File: src/hw/rtl/one_way_elevator_disk_scheduler_defines.svh
// Assertion macros for the one-way elevator disk scheduler.
// Included by the top level; expects signals clk and arst_n in scope.
`ifndef ONE_WAY_ELEVATOR_DISK_SCHEDULER_DEFINES_SVH
`define ONE_WAY_ELEVATOR_DISK_SCHEDULER_DEFINES_SVH

// Same-cycle implication, checked outside reset.
`define OWDS_ASSERT_NOW(label, ante, cons, msg) \
	label: assert property (@(posedge clk) disable iff (!arst_n) (ante) |-> (cons)) \
		else $error(msg);

// Next-cycle implication, checked outside reset.
`define OWDS_ASSERT_NEXT(label, ante, cons, msg) \
	label: assert property (@(posedge clk) disable iff (!arst_n) (ante) |=> (cons)) \
		else $error(msg);

`endif

File: src/hw/rtl/owds_pkg.sv
// Shared constants and types for the one-way elevator disk scheduler.
// No dependencies; used by the interfaces, the store cell and the top level.
package owds_pkg;

	localparam int QUEUE_DEPTH = 16;
	localparam int TRACK_BITS  = 16;
	localparam int ID_BITS     = 8;
	localparam int AGE_BITS    = 16;
	localparam int IDX_BITS    = (QUEUE_DEPTH > 1) ? $clog2(QUEUE_DEPTH) : 1;

	localparam logic OP_REQUEST = 1'b0;
	localparam logic OP_RELEASE = 1'b1;

	// Best entry seen so far by the search that ripples along the cell row.
	typedef struct packed {
		logic                  found;
		logic [IDX_BITS-1:0]   idx;
		logic [TRACK_BITS-1:0] track;
		logic [ID_BITS-1:0]    requester;
		logic [AGE_BITS-1:0]   waited;
	} pick_t;

	// One candidate among upper entries only, one among all entries (wrap case).
	typedef struct packed {
		pick_t up;
		pick_t any;
	} cand_t;

	// Broadcast control from the sequencer to every cell.
	typedef struct packed {
		logic                  wr;
		logic                  wr_upper;
		logic [TRACK_BITS-1:0] wr_track;
		logic [ID_BITS-1:0]    wr_requester;
		logic [AGE_BITS-1:0]   arrival;
		logic                  clr;
		logic [IDX_BITS-1:0]   clr_idx;
		logic                  wrap;
	} ctl_t;

endpackage

File: src/hw/rtl/owds_if.sv
// Valid/ready channel interfaces for the disk scheduler's item and result sides.
// Depends on owds_pkg for the field widths.
interface owds_item_if;
	logic                            valid;
	logic                            ready;
	logic                            opcode;
	logic [owds_pkg::TRACK_BITS-1:0] track;
	logic [owds_pkg::ID_BITS-1:0]    requester;

	modport source(output valid, opcode, track, requester, input ready);
	modport sink(input valid, opcode, track, requester, output ready);
endinterface

interface owds_result_if;
	logic                            valid;
	logic                            ready;
	logic                            grant_valid;
	logic [owds_pkg::ID_BITS-1:0]    grant_requester;
	logic [owds_pkg::TRACK_BITS-1:0] grant_track;
	logic                            rejected;
	logic                            disk_busy;

	modport source(output valid, grant_valid, grant_requester, grant_track, rejected,
		disk_busy, input ready);
	modport sink(input valid, grant_valid, grant_requester, grant_track, rejected,
		disk_busy, output ready);
endinterface

File: src/hw/rtl/owds_cell.sv
// One slot of the waiting store plus one stage of the least-track search.
// Depends on owds_pkg for the candidate and control structs.
module owds_cell (
	input  logic                          clk,
	input  logic                          arst_n,
	input  logic [owds_pkg::IDX_BITS-1:0] cell_idx,
	input  owds_pkg::ctl_t                ctl,
	input  logic                          free_in,
	output logic                          free_out,
	input  owds_pkg::cand_t               cand_in,
	output owds_pkg::cand_t               cand_out,
	output logic                          occupied
);

	logic                            valid_q;
	logic                            upper_q;
	logic [owds_pkg::TRACK_BITS-1:0] track_q;
	logic [owds_pkg::ID_BITS-1:0]    requester_q;
	logic [owds_pkg::AGE_BITS-1:0]   age_q;
	owds_pkg::cand_t                 cand_q;

	logic [owds_pkg::AGE_BITS-1:0]   waited;
	owds_pkg::pick_t                 mine;
	owds_pkg::cand_t                 cand_d;
	logic                            take;

	// Lower track wins; on equal tracks the one that has waited longer wins.
	function automatic logic beats(owds_pkg::pick_t a, owds_pkg::pick_t b);
		beats = !b.found || (a.track < b.track) ||
			((a.track == b.track) && (a.waited > b.waited));
	endfunction

	assign waited   = ctl.arrival - age_q;
	assign take     = ctl.wr && !free_in && !valid_q;
	assign free_out = free_in || !valid_q;
	assign occupied = valid_q;
	assign cand_out = cand_q;

	always_comb begin
		mine.found     = 1'b1;
		mine.idx       = cell_idx;
		mine.track     = track_q;
		mine.requester = requester_q;
		mine.waited    = waited;
		cand_d         = cand_in;
		if (valid_q && upper_q && beats(mine, cand_in.up)) begin
			cand_d.up = mine;
		end
		if (valid_q && beats(mine, cand_in.any)) begin
			cand_d.any = mine;
		end
	end

	always_ff @(posedge clk or negedge arst_n) begin
		if (!arst_n) begin
			valid_q <= 1'b0;
			cand_q  <= '0;
		end else begin
			cand_q <= cand_d;
			if (take) begin
				valid_q <= 1'b1;
			end else if (ctl.clr && (ctl.clr_idx == cell_idx)) begin
				valid_q <= 1'b0;
			end
		end
	end

	always_ff @(posedge clk) begin
		if (take) begin
			upper_q     <= ctl.wr_upper;
			track_q     <= ctl.wr_track;
			requester_q <= ctl.wr_requester;
			age_q       <= ctl.arrival;
		end else if (ctl.wrap && valid_q) begin
			upper_q <= 1'b1;
		end
	end

endmodule

File: src/hw/rtl/one_way_elevator_disk_scheduler.sv
// One-way elevator (C-SCAN) disk arbiter.
// Item channel (sink): opcode, track, requester. Request (opcode 0) asks for
// the disk; release (opcode 1) hands it on. Result channel (source): exactly one
// result per item with grant_valid, grant_requester, grant_track, rejected and
// disk_busy. A request is finished in the cycle it is taken and its result goes
// straight into the result register. A release on a busy disk searches the row
// of QUEUE_DEPTH store cells: the best candidate moves one cell per clock, and
// the result is loaded once the search counter has stepped over the row. A
// release on an idle disk returns at once. Items are taken one at a time; a new
// item is taken in the same cycle that the previous result is transferred, or at
// any time while the result register is empty and no search is running. When
// the receiver stalls, the result is held and no item is taken.
// Reset (arst_n low) empties the store, idles the disk and clears the current
// track and the arrival counter; no clearing pass is needed.
// Depends on owds_pkg, owds_if.sv, owds_cell and the defines header.
`include "one_way_elevator_disk_scheduler_defines.svh"

module one_way_elevator_disk_scheduler (
	input  logic          clk,
	input  logic          arst_n,
	owds_item_if.sink     item,
	owds_result_if.source result
);

	typedef enum logic [1:0] {
		ST_IDLE = 2'b01,
		ST_SCAN = 2'b10
	} state_t;

	state_t                          state_q;
	logic                            busy_q;
	logic [owds_pkg::TRACK_BITS-1:0] cur_track_q;
	logic [owds_pkg::AGE_BITS-1:0]   arrival_q;
	logic [owds_pkg::IDX_BITS-1:0]   scan_cnt_q;

	logic                            out_valid_q;
	logic                            out_grant_q;
	logic [owds_pkg::ID_BITS-1:0]    out_requester_q;
	logic [owds_pkg::TRACK_BITS-1:0] out_track_q;
	logic                            out_rejected_q;
	logic                            out_busy_q;

	owds_pkg::cand_t                 chain [owds_pkg::QUEUE_DEPTH+1];
	logic                            free_chain [owds_pkg::QUEUE_DEPTH+1];
	logic [owds_pkg::QUEUE_DEPTH-1:0] occupied;

	owds_pkg::ctl_t                  ctl;
	owds_pkg::pick_t                 pick;
	logic                            accept;
	logic                            is_req;
	logic                            full;
	logic                            scan_done;
	logic                            out_load;

	assign chain[0]      = '0;
	assign free_chain[0] = 1'b0;

	for (genvar i = 0; i < owds_pkg::QUEUE_DEPTH; i++) begin : g_cell
		owds_cell u_cell (
			.clk      (clk),
			.arst_n   (arst_n),
			.cell_idx (owds_pkg::IDX_BITS'(i)),
			.ctl      (ctl),
			.free_in  (free_chain[i]),
			.free_out (free_chain[i+1]),
			.cand_in  (chain[i]),
			.cand_out (chain[i+1]),
			.occupied (occupied[i])
		);
	end

	assign item.ready = (state_q == ST_IDLE) && (!out_valid_q || result.ready);
	assign accept     = item.valid && item.ready;
	assign is_req     = (item.opcode == owds_pkg::OP_REQUEST);
	assign full       = !free_chain[owds_pkg::QUEUE_DEPTH];
	assign scan_done  = (state_q == ST_SCAN) &&
		(scan_cnt_q == owds_pkg::IDX_BITS'(owds_pkg::QUEUE_DEPTH - 1));

	// Every item but a release on a busy disk has its result ready at once.
	assign out_load = (accept && (is_req || !busy_q)) || scan_done;

	// With no upper entry left the sweep wraps and the best of all entries wins.
	assign pick = chain[owds_pkg::QUEUE_DEPTH].up.found ?
		chain[owds_pkg::QUEUE_DEPTH].up : chain[owds_pkg::QUEUE_DEPTH].any;

	always_comb begin
		ctl.wr           = accept && is_req && busy_q && !full;
		ctl.wr_upper     = (item.track >= cur_track_q);
		ctl.wr_track     = item.track;
		ctl.wr_requester = item.requester;
		ctl.arrival      = arrival_q;
		ctl.clr          = scan_done && pick.found;
		ctl.clr_idx      = pick.idx;
		ctl.wrap         = scan_done && !chain[owds_pkg::QUEUE_DEPTH].up.found;
	end

	always_ff @(posedge clk or negedge arst_n) begin
		if (!arst_n) begin
			state_q     <= ST_IDLE;
			busy_q      <= 1'b0;
			cur_track_q <= '0;
			arrival_q   <= '0;
			scan_cnt_q  <= '0;
			out_valid_q <= 1'b0;
		end else begin
			if (out_load) begin
				out_valid_q <= 1'b1;
			end else if (result.ready) begin
				out_valid_q <= 1'b0;
			end
			unique case (state_q)
				ST_IDLE: begin
					if (accept) begin
						if (is_req && !busy_q) begin
							busy_q      <= 1'b1;
							cur_track_q <= item.track;
						end else if (is_req) begin
							if (!full) begin
								arrival_q <= arrival_q + 1'b1;
							end
						end else if (busy_q) begin
							state_q    <= ST_SCAN;
							scan_cnt_q <= '0;
						end
					end
				end
				ST_SCAN: begin
					if (scan_done) begin
						state_q <= ST_IDLE;
						if (pick.found) begin
							cur_track_q <= pick.track;
						end else begin
							busy_q <= 1'b0;
						end
					end else begin
						scan_cnt_q <= scan_cnt_q + 1'b1;
					end
				end
				default: begin
					state_q <= ST_IDLE;
				end
			endcase
		end
	end

	// Result payload; it only matters while out_valid_q is set.
	always_ff @(posedge clk) begin
		if (accept) begin
			out_grant_q     <= is_req && !busy_q;
			out_requester_q <= (is_req && !busy_q) ? item.requester : '0;
			out_track_q     <= (is_req && !busy_q) ? item.track : '0;
			out_rejected_q  <= is_req && busy_q && full;
			out_busy_q      <= is_req || busy_q;
		end else if (scan_done) begin
			out_grant_q     <= pick.found;
			out_requester_q <= pick.found ? pick.requester : '0;
			out_track_q     <= pick.found ? pick.track : '0;
			out_rejected_q  <= 1'b0;
			out_busy_q      <= pick.found;
		end
	end

	assign result.valid           = out_valid_q;
	assign result.grant_valid     = out_grant_q;
	assign result.grant_requester = out_requester_q;
	assign result.grant_track     = out_track_q;
	assign result.rejected        = out_rejected_q;
	assign result.disk_busy       = out_busy_q;

	// An idle disk never has requests waiting.
	`OWDS_ASSERT_NOW(a_idle_store_empty, !busy_q, occupied == '0, "store not empty while idle")
	// A delivered grant always leaves the disk held and is never a rejection.
	`OWDS_ASSERT_NOW(a_grant_consistent, out_valid_q && out_grant_q,
		out_busy_q && !out_rejected_q, "grant result inconsistent")
	// A release on a busy disk always starts the cell search.
	`OWDS_ASSERT_NEXT(a_release_scans, accept && !is_req && busy_q,
		state_q == ST_SCAN, "release did not start the search")

endmodule
File: src/flat_wrapper.sv
// flat-port wrapper written by rule: the top's interface ports become plain ports
module one_way_elevator_disk_scheduler_flat 
  (clk, arst_n, item_valid, item_opcode, item_track, item_requester, item_ready, result_valid, result_grant_valid, result_grant_requester, result_grant_track, result_rejected, result_disk_busy, result_ready);
  owds_item_if item_i ();
  owds_result_if result_i ();
  input  logic clk;
  input  logic arst_n;
  input wire logic [$bits(item_i.valid)-1:0] item_valid;
  input wire logic [$bits(item_i.opcode)-1:0] item_opcode;
  input wire logic [$bits(item_i.track)-1:0] item_track;
  input wire logic [$bits(item_i.requester)-1:0] item_requester;
  output wire logic [$bits(item_i.ready)-1:0] item_ready;
  output wire logic [$bits(result_i.valid)-1:0] result_valid;
  output wire logic [$bits(result_i.grant_valid)-1:0] result_grant_valid;
  output wire logic [$bits(result_i.grant_requester)-1:0] result_grant_requester;
  output wire logic [$bits(result_i.grant_track)-1:0] result_grant_track;
  output wire logic [$bits(result_i.rejected)-1:0] result_rejected;
  output wire logic [$bits(result_i.disk_busy)-1:0] result_disk_busy;
  input wire logic [$bits(result_i.ready)-1:0] result_ready;
  assign item_i.valid = item_valid;
  assign item_i.opcode = item_opcode;
  assign item_i.track = item_track;
  assign item_i.requester = item_requester;
  assign item_ready = item_i.ready;
  assign result_valid = result_i.valid;
  assign result_grant_valid = result_i.grant_valid;
  assign result_grant_requester = result_i.grant_requester;
  assign result_grant_track = result_i.grant_track;
  assign result_rejected = result_i.rejected;
  assign result_disk_busy = result_i.disk_busy;
  assign result_i.ready = result_ready;
  one_way_elevator_disk_scheduler u_core (.clk(clk), .arst_n(arst_n), .item(item_i), .result(result_i));
endmodule
File: config.mk
export PLATFORM = sky130hd
export DESIGN_NAME = one_way_elevator_disk_scheduler_flat
export DESIGN_NICKNAME = d
export VERILOG_FILES = /design/src/hw/rtl/owds_pkg.sv /design/src/hw/rtl/owds_if.sv /design/src/hw/rtl/owds_cell.sv /design/src/hw/rtl/one_way_elevator_disk_scheduler.sv /design/src/flat_wrapper.sv
export VERILOG_INCLUDE_DIRS = /design/src /design/src/hw/rtl
export SDC_FILE = /design/constraint.sdc
export NUM_CORES = 2
export LEC_CHECK = 0
export ABC_AREA = 1
export BUFFER_PORTS_ARGS = -buffer_cell sky130_fd_sc_hd__buf_4
export CORE_MARGIN = 4
export CORE_UTILIZATION = 30
export CTS_CLUSTER_DIAMETER = 150
export CTS_CLUSTER_SIZE = 30
export DETAILED_ROUTE_END_ITERATION = 16
export GPL_TIMING_DRIVEN = 0
export PLACE_DENSITY = 0.49
export SETUP_SLACK_MARGIN = 0.02
export SLEW_MARGIN = 20
export SYNTH_ARGS = -nofsm -noshare
export SYNTH_HDL_FRONTEND = slang
export SYNTH_HIERARCHICAL = 1
export SYNTH_SLANG_ARGS = --single-unit
File: constraint.sdc
create_clock -name clk -period 5.8 [get_ports clk]
set_clock_uncertainty 0.1 [all_clocks]
set_input_delay 0 -clock clk [delete_from_list [all_inputs] [get_ports clk]]
set_output_delay 0 -clock clk [all_outputs]
set_load 0.05 [all_outputs]
# --- Yosys cells after proc, flatten, opt, wreduce, memory -nomap -nowiden ---
# Cells that the tools add are included.
word_totals:
  mem_bits_rw: 0
  memories: 0
  latch_bits: 0
  regBits: 2179
  out_inout_bits: 29
  input_bits: 29
  rom_bits: 0
op_classes:
  eq_ne: 57
  n_shift: 0
  n_addsub: 18
  bitwise: 2
  div_mod_pow: 0
  muxes: 134
  multipliers: 0
  reduce_logical: 335
  order_cmp: 61
ops:
  columns: ["cell", "count"]
  rows:
  - ["two-way mux 45 bit", 33]
  - ["== test 16 bit", 30]
  - ["greater-than comparator 16 bit", 30]
  - ["< comparator 16 bit", 30]
  - ["subtractor 16 bit", 16]
  - ["logical AND 1 bit", 151]
  - ["two-way mux 16 bit", 8]
  - ["logical OR 1 bit", 79]
  - ["two-way mux 1 bit", 75]
  - ["nonzero test 2 bit", 35]
  - ["zero test 1 bit", 64]
  - ["== test 4 bit (second input constant)", 9]
  - ["two-way mux 8 bit", 4]
  - ["one-hot mux 16 bit (2 select lines)", 1]
  - ["two-way mux 4 bit", 5]
  - ["AND reduction 5 bit", 4]
  - ["adder 16 x 1 -> 16 bit (second input constant)", 1]
  - ["== test 4 x 3 -> 1 bit (second input constant)", 4]
  - ["greater-or-equal comparator 16 bit", 1]
  - ["two-way mux 2 bit", 5]
  - ["!= test 2 bit (second input constant)", 5]
  - ["== test 4 x 2 -> 1 bit (second input constant)", 2]
  - ["!= test 2 x 1 -> 1 bit (second input constant)", 4]
  - ["one-hot mux 4 bit (2 select lines)", 1]
  - ["other kinds (9)", 10]

# --- Longest topological paths before layout ---
logic_depth:
  depth_word: 20
  depth_mapped: 39
  depth_no_buf: 37

# --- Cells and area by module ---
# Netlist, hierarchy kept.
modules_own_cells:
  columns: ["module", "seq_area_each_um2", "n_inst", "cells_per_inst", "area_per_inst_um2"]
  rows:
  - ["owds_cell (u_core.g_cell[11].u_cell ...)", 3508.4, 10, 881, 7470.9]
  - ["owds_cell (u_core.g_cell[0].u_cell ...)", 3508.4, 4, 880, 7479.7]
  - ["owds_cell (u_core.g_cell[8].u_cell ...)", 3508.4, 2, 884, 7480.9]
  - ["one_way_elevator_disk_scheduler", 1813.0, 1, 540, 4136.5]

# --- Least setup slack after synthesis ---
# OpenSTA, ideal clock, no wires.
synth_timing:
  path_type: "reg-to-reg"
  start: "register u_core.g_cell[0].u_cell.valid_q"
  end: "register u_core/g_cell[0].u_cell/age_q[0] (netlist bit), enable pin"
  path_stages_with_launch: 39
  arrival_time_ns: 3.778
  path_slack_ns: 1.527
  synth_period_minus_slack_ns: 4.273
  cell_sequence: "dfrtp_1 > clkbuf_1 > buf_1 > nand2_1 > inv_1 > nand2_1 > inv_1 > nand2_1 > inv_1 > nand2_1 > inv_1 > nand2_1 > inv_1 > nand2_1 > inv_1 > nand2_1 > inv_1 > nand2_1 > [... 3 more ...] > nand2_1 > inv_1 > nand2_1 > inv_1 > nand2_1 > inv_1 > nand2_1 > inv_1 > nand2_1 > inv_1 > nand2_1 > inv_1 > nand2_1 > o21ai_0 > nor2_1 > buf_2 > nand3_1 > inv_1"
synth_lines:
  columns: ["element", "line", "text"]
  rows:
  - ["start: declaration", "owds_cell.sv:15", "logic valid_q;"]
  - ["start signal: assignment", "owds_cell.sv:56", "valid_q <= 1'b0;"]
  - ["start signal: assignment", "owds_cell.sv:61", "valid_q <= 1'b1;"]
  - ["start signal: assignment", "owds_cell.sv:63", "valid_q <= 1'b0;"]
  - ["end signal: assignment", "owds_cell.sv:73", "age_q <= ctl.arrival;"]
  - ["end: declaration", "owds_cell.sv:19", "logic [owds_pkg::AGE_BITS-1:0] age_q;"]

==> impl_metrics.py <==
metrics = {
    "grt": {
        "grt_overflow": 0,
        "grt_pass1_vias": 91700,
        "grt_pass1_wl_mm": 603,
        "grt.total_usage_pct": 19.3,
        "grt_antenna_before_repair": 46,
        "grt_max_degree": 142,
    },
    "route": {
        "drtPass1Iterations": 6,
        "finalWirelength_mm": 411,
        "via_per_inst": 4.66,
        "num_vias": 96000,
        "ant_nets": 0,
        "drt_iter0_markers": 7793,
        "route.detailed.drc": 0,
        "avgRoutedWirePerCell_um": 19.9,
    },
    "worst_setup_path": {
        "r2r_start": "u_core/g_cell[1].u_cell/occupied$_DFFE_PN0P_",
        "crit_fanout": 24,
        "r2r_setup_slack_ns": 0.15,
        "cp_top_family": "buffers and inverters",
        "cp_num_cells": 37,
        "cp-start-kind": "register",
        "crit_type": "register to register",
        "reg2regPathDepth": 37,
        "max_stage_delay_ns": 0.45,
        "startpoint": "u_core/g_cell[1].u_cell/occupied$_DFFE_PN0P_",
        "crit_arrival_ns": 6.04,
        "timing.critical_path.mode_cell": "nand2_1",
        "cp_slowest_cell": "dfrtp_2",
        "worstPathRequired_ns": 6.19,
        "r2r-end": "u_core/g_cell[8].u_cell/requester_q[2]$_DFFE_PP_",
        "worstPathBufferInverterCount": 19,
        "end_kind": "register",
    },
    "yosys": {
        "avgSynthCellArea_um2": 8.44,
        "ys_warn_count": 6,
        "syn_inst": 14500,
        "synth_area_um2": 122000,
    },
    "clock_tree": {
        "clockRootBuffer": "clkbuf_16",
        "worstSkewPairLatency_ns": 0.80,
        "cts_max_level": 3,
        "clk_path_buf_depth": 3,
        "tritoncts": "done",
        "cts_sinks": 2147,
        "cts_inserted_buffers": 82,
        "clkTransAtPathRegs_ns": 0.12,
    },
    "sta": {
        "setup_violations": 0,
        "drv_slew": 0,
        "maxSlewHeadroom_pct": 27.7,
        "period_share_pct": 97.4,
        "worst_pin_slew_ns": 1.09,
        "min_period_ns": 5.65,
        "fin_ws_ns": 0.150,
        "hold_viol": 0,
        "fmax_mhz": 177,
        "rsz0062_at_grt": "yes",
        "final.setup.tns_ns": 0,
    },
    "floorplanning": {
        "initial_utilization_pct": 30.1,
        "die_h_um": 647,
        "core-area_um2": 406000,
        "die-area_um2": 419000,
        "die_w_um": 647,
        "ios": 58,
        "rows": 234,
    },
    "layout": {
        "multi_input_area_um2": 56600,
        "seq_area_um2": 57200,
        "finalNonFillerCells": 20600,
        "fillers": 42900,
        "drive_gt1_share_pct": 4.56,
        "nets": 16400,
        "synthToLayoutAreaGrowth_pct": 10.5,
    },
    "placed_design": {
        "port_buffers": 57,
        "dp_hpwl_mm": 318,
        "gp_congestion": 0.897,
        "dp_cells": 20400,
        "dp_slack_ns": -1.24,
    },
    "pwr": {
        "vdd_drop_max_v": 0.000269,
        "switching_share_pct": 45.0,
        "cellLeakagePower_nw": 70.4,
        "pwr-share-seq_pct": 41.5,
        "p_sw_mw": 26.6,
        "totalPowerFinal_mw": 59.0,
        "combinationalPowerShare_pct": 45.4,
        "p_per_area_nw_per_um2": 436,
        "p_int_mw": 32.5,
        "clockPowerShare_pct": 13.1,
    },
    "min_path": {
        "min_path_type": "input port to register",
        "holdPathStages": 7,
        "min_to": "u_core/busy_q$_DFFE_PN0P_",
        "min_from": "item_valid",
    },
    "status": {
        "outcome": "finished clean",
    },
    "flow_run": {
        "cap_violations": 0,
    },
}
[layout make-up]
cell class,instances,area share [%]
diodes,22,0.0407
flip-flops and latches,2147,42.3
inverters,1920,5.36
clock inverters,10,0.122
clock buffers,141,1.68
plain buffers,411,2.15
multi-input cells,10400,41.8
repair buffers,148,1.53
well taps,5428,5.02
[what timing repair did]
action                                 CTS  global route
setup buffers                            3             4
resized for setup                       28            14
endpoints found under the hold margin  846             0
hold buffers                            35             0
setup endpoints to repair              704           333
[layer usage]
| layer | up-vias | track usage (%) | wire length, µm |
|---|---|---|---|
| li1 | 47500 | - | - |
| met1 | 45900 | 27.5 | 192000 |
| met2 | 2290 | 31.5 | 189000 |
| met3 | 330 | 2.06 | 21500 |
| met4 | 2 | 3.94 | 8260 |
| met5 | - | 0 | 13 |
[worst max-delay path by stage]
stage,to
final,u_core/g_cell[8].u_cell/requester_q[2]$_DFFE_PP_
after CTS,u_core/g_cell[10].u_cell/track_q[2]$_DFFE_PP_
after detailed placement,u_core/g_cell[10].u_cell/track_q[5]$_DFFE_PP_
after global placement,u_core/g_cell[0].u_cell/cand_out[29]$_DFF_PN0_
after floorplan,u_core/g_cell[0].u_cell/age_q[0]$_DFFE_PP_
after global routing,u_core/g_cell[10].u_cell/age_q[13]$_DFFE_PP_
[worst register-to-register path, delay by kind of cell, from the launching register on]
| kind | cells | cell delay, ns |
|---|---|---|
| simple gates | 17 | 2.21 |
| flops | 1 | 0.45 |
| buf+inv | 19 | 2.39 |
| compound gates | 1 | 0.15 |
[cells in the final DEF, fill, tap and decap left out, drive strengths merged]
master,instances
o21ai,269
nor4,5
dfstp,1
and2,17
nand4,111
clkbuf,272
or2,31
bufinv,1
nor2,593
nand3,1759
xor2,178
conb,350
inv,1924
nand3b,4
a31oi,2
o22ai,1
nand2,4868
a21boi,10
fa,16
dlygate4sd3,34
a21o,32
nor3b,1
o21a,38
diode,22
mux2,4
o21bai,34
xnor2,47
mux2i,8
ha,1282
edfxtp,683
a21oi,709
buf,394
dfrtp,1463
clkinv,5
[state kept, by name, summed over array words and instances, names as in the netlist]
register	flops
u_core/g_cell.u_cell/cand_out	1408
u_core/g_cell.u_cell/age_q	256
u_core/g_cell.u_cell/track_q	256
u_core/g_cell.u_cell/requester_q	128
u_core/arrival_q	16
u_core/cur_track_q	16
u_core/g_cell.u_cell/occupied	16
u_core/g_cell.u_cell/upper_q	16
u_core/result.grant_track	16
u_core/result.grant_requester	8
u_core/scan_cnt_q	4
u_core/state_q	2
u_core/busy_q	1
u_core/result.disk_busy	1
u_core/result.grant_valid	1
u_core/result.rejected	1
u_core/result.valid	1
[metrics by stage]
stage	instance area, µm²	hold slack (ns)	util (%)
6_report	135000	0.0918	33.3
5_1_grt	135000	0.0968	33.3
4_1_cts	135000	0.00393	33.3
3_5_place_dp	132000	-0.0988	32.6
3_3_place_gp	131000	0.275	32.2
2_1_floorplan	124000	-0.396	-
[power by group through the flow]
stage	combinational, mW	sequential (mW)	clock (mW)
3_5_place_dp	26.5	25.0	0
3_3_place_gp	25.7	25.3	0
2_1_floorplan	18.0	22.8	0
6_report	26.8	24.5	7.72
5_1_grt	30.5	25.0	8.57
4_1_cts	26.7	24.7	8.07
Note: power is estimated with default switching activity, not from simulation.
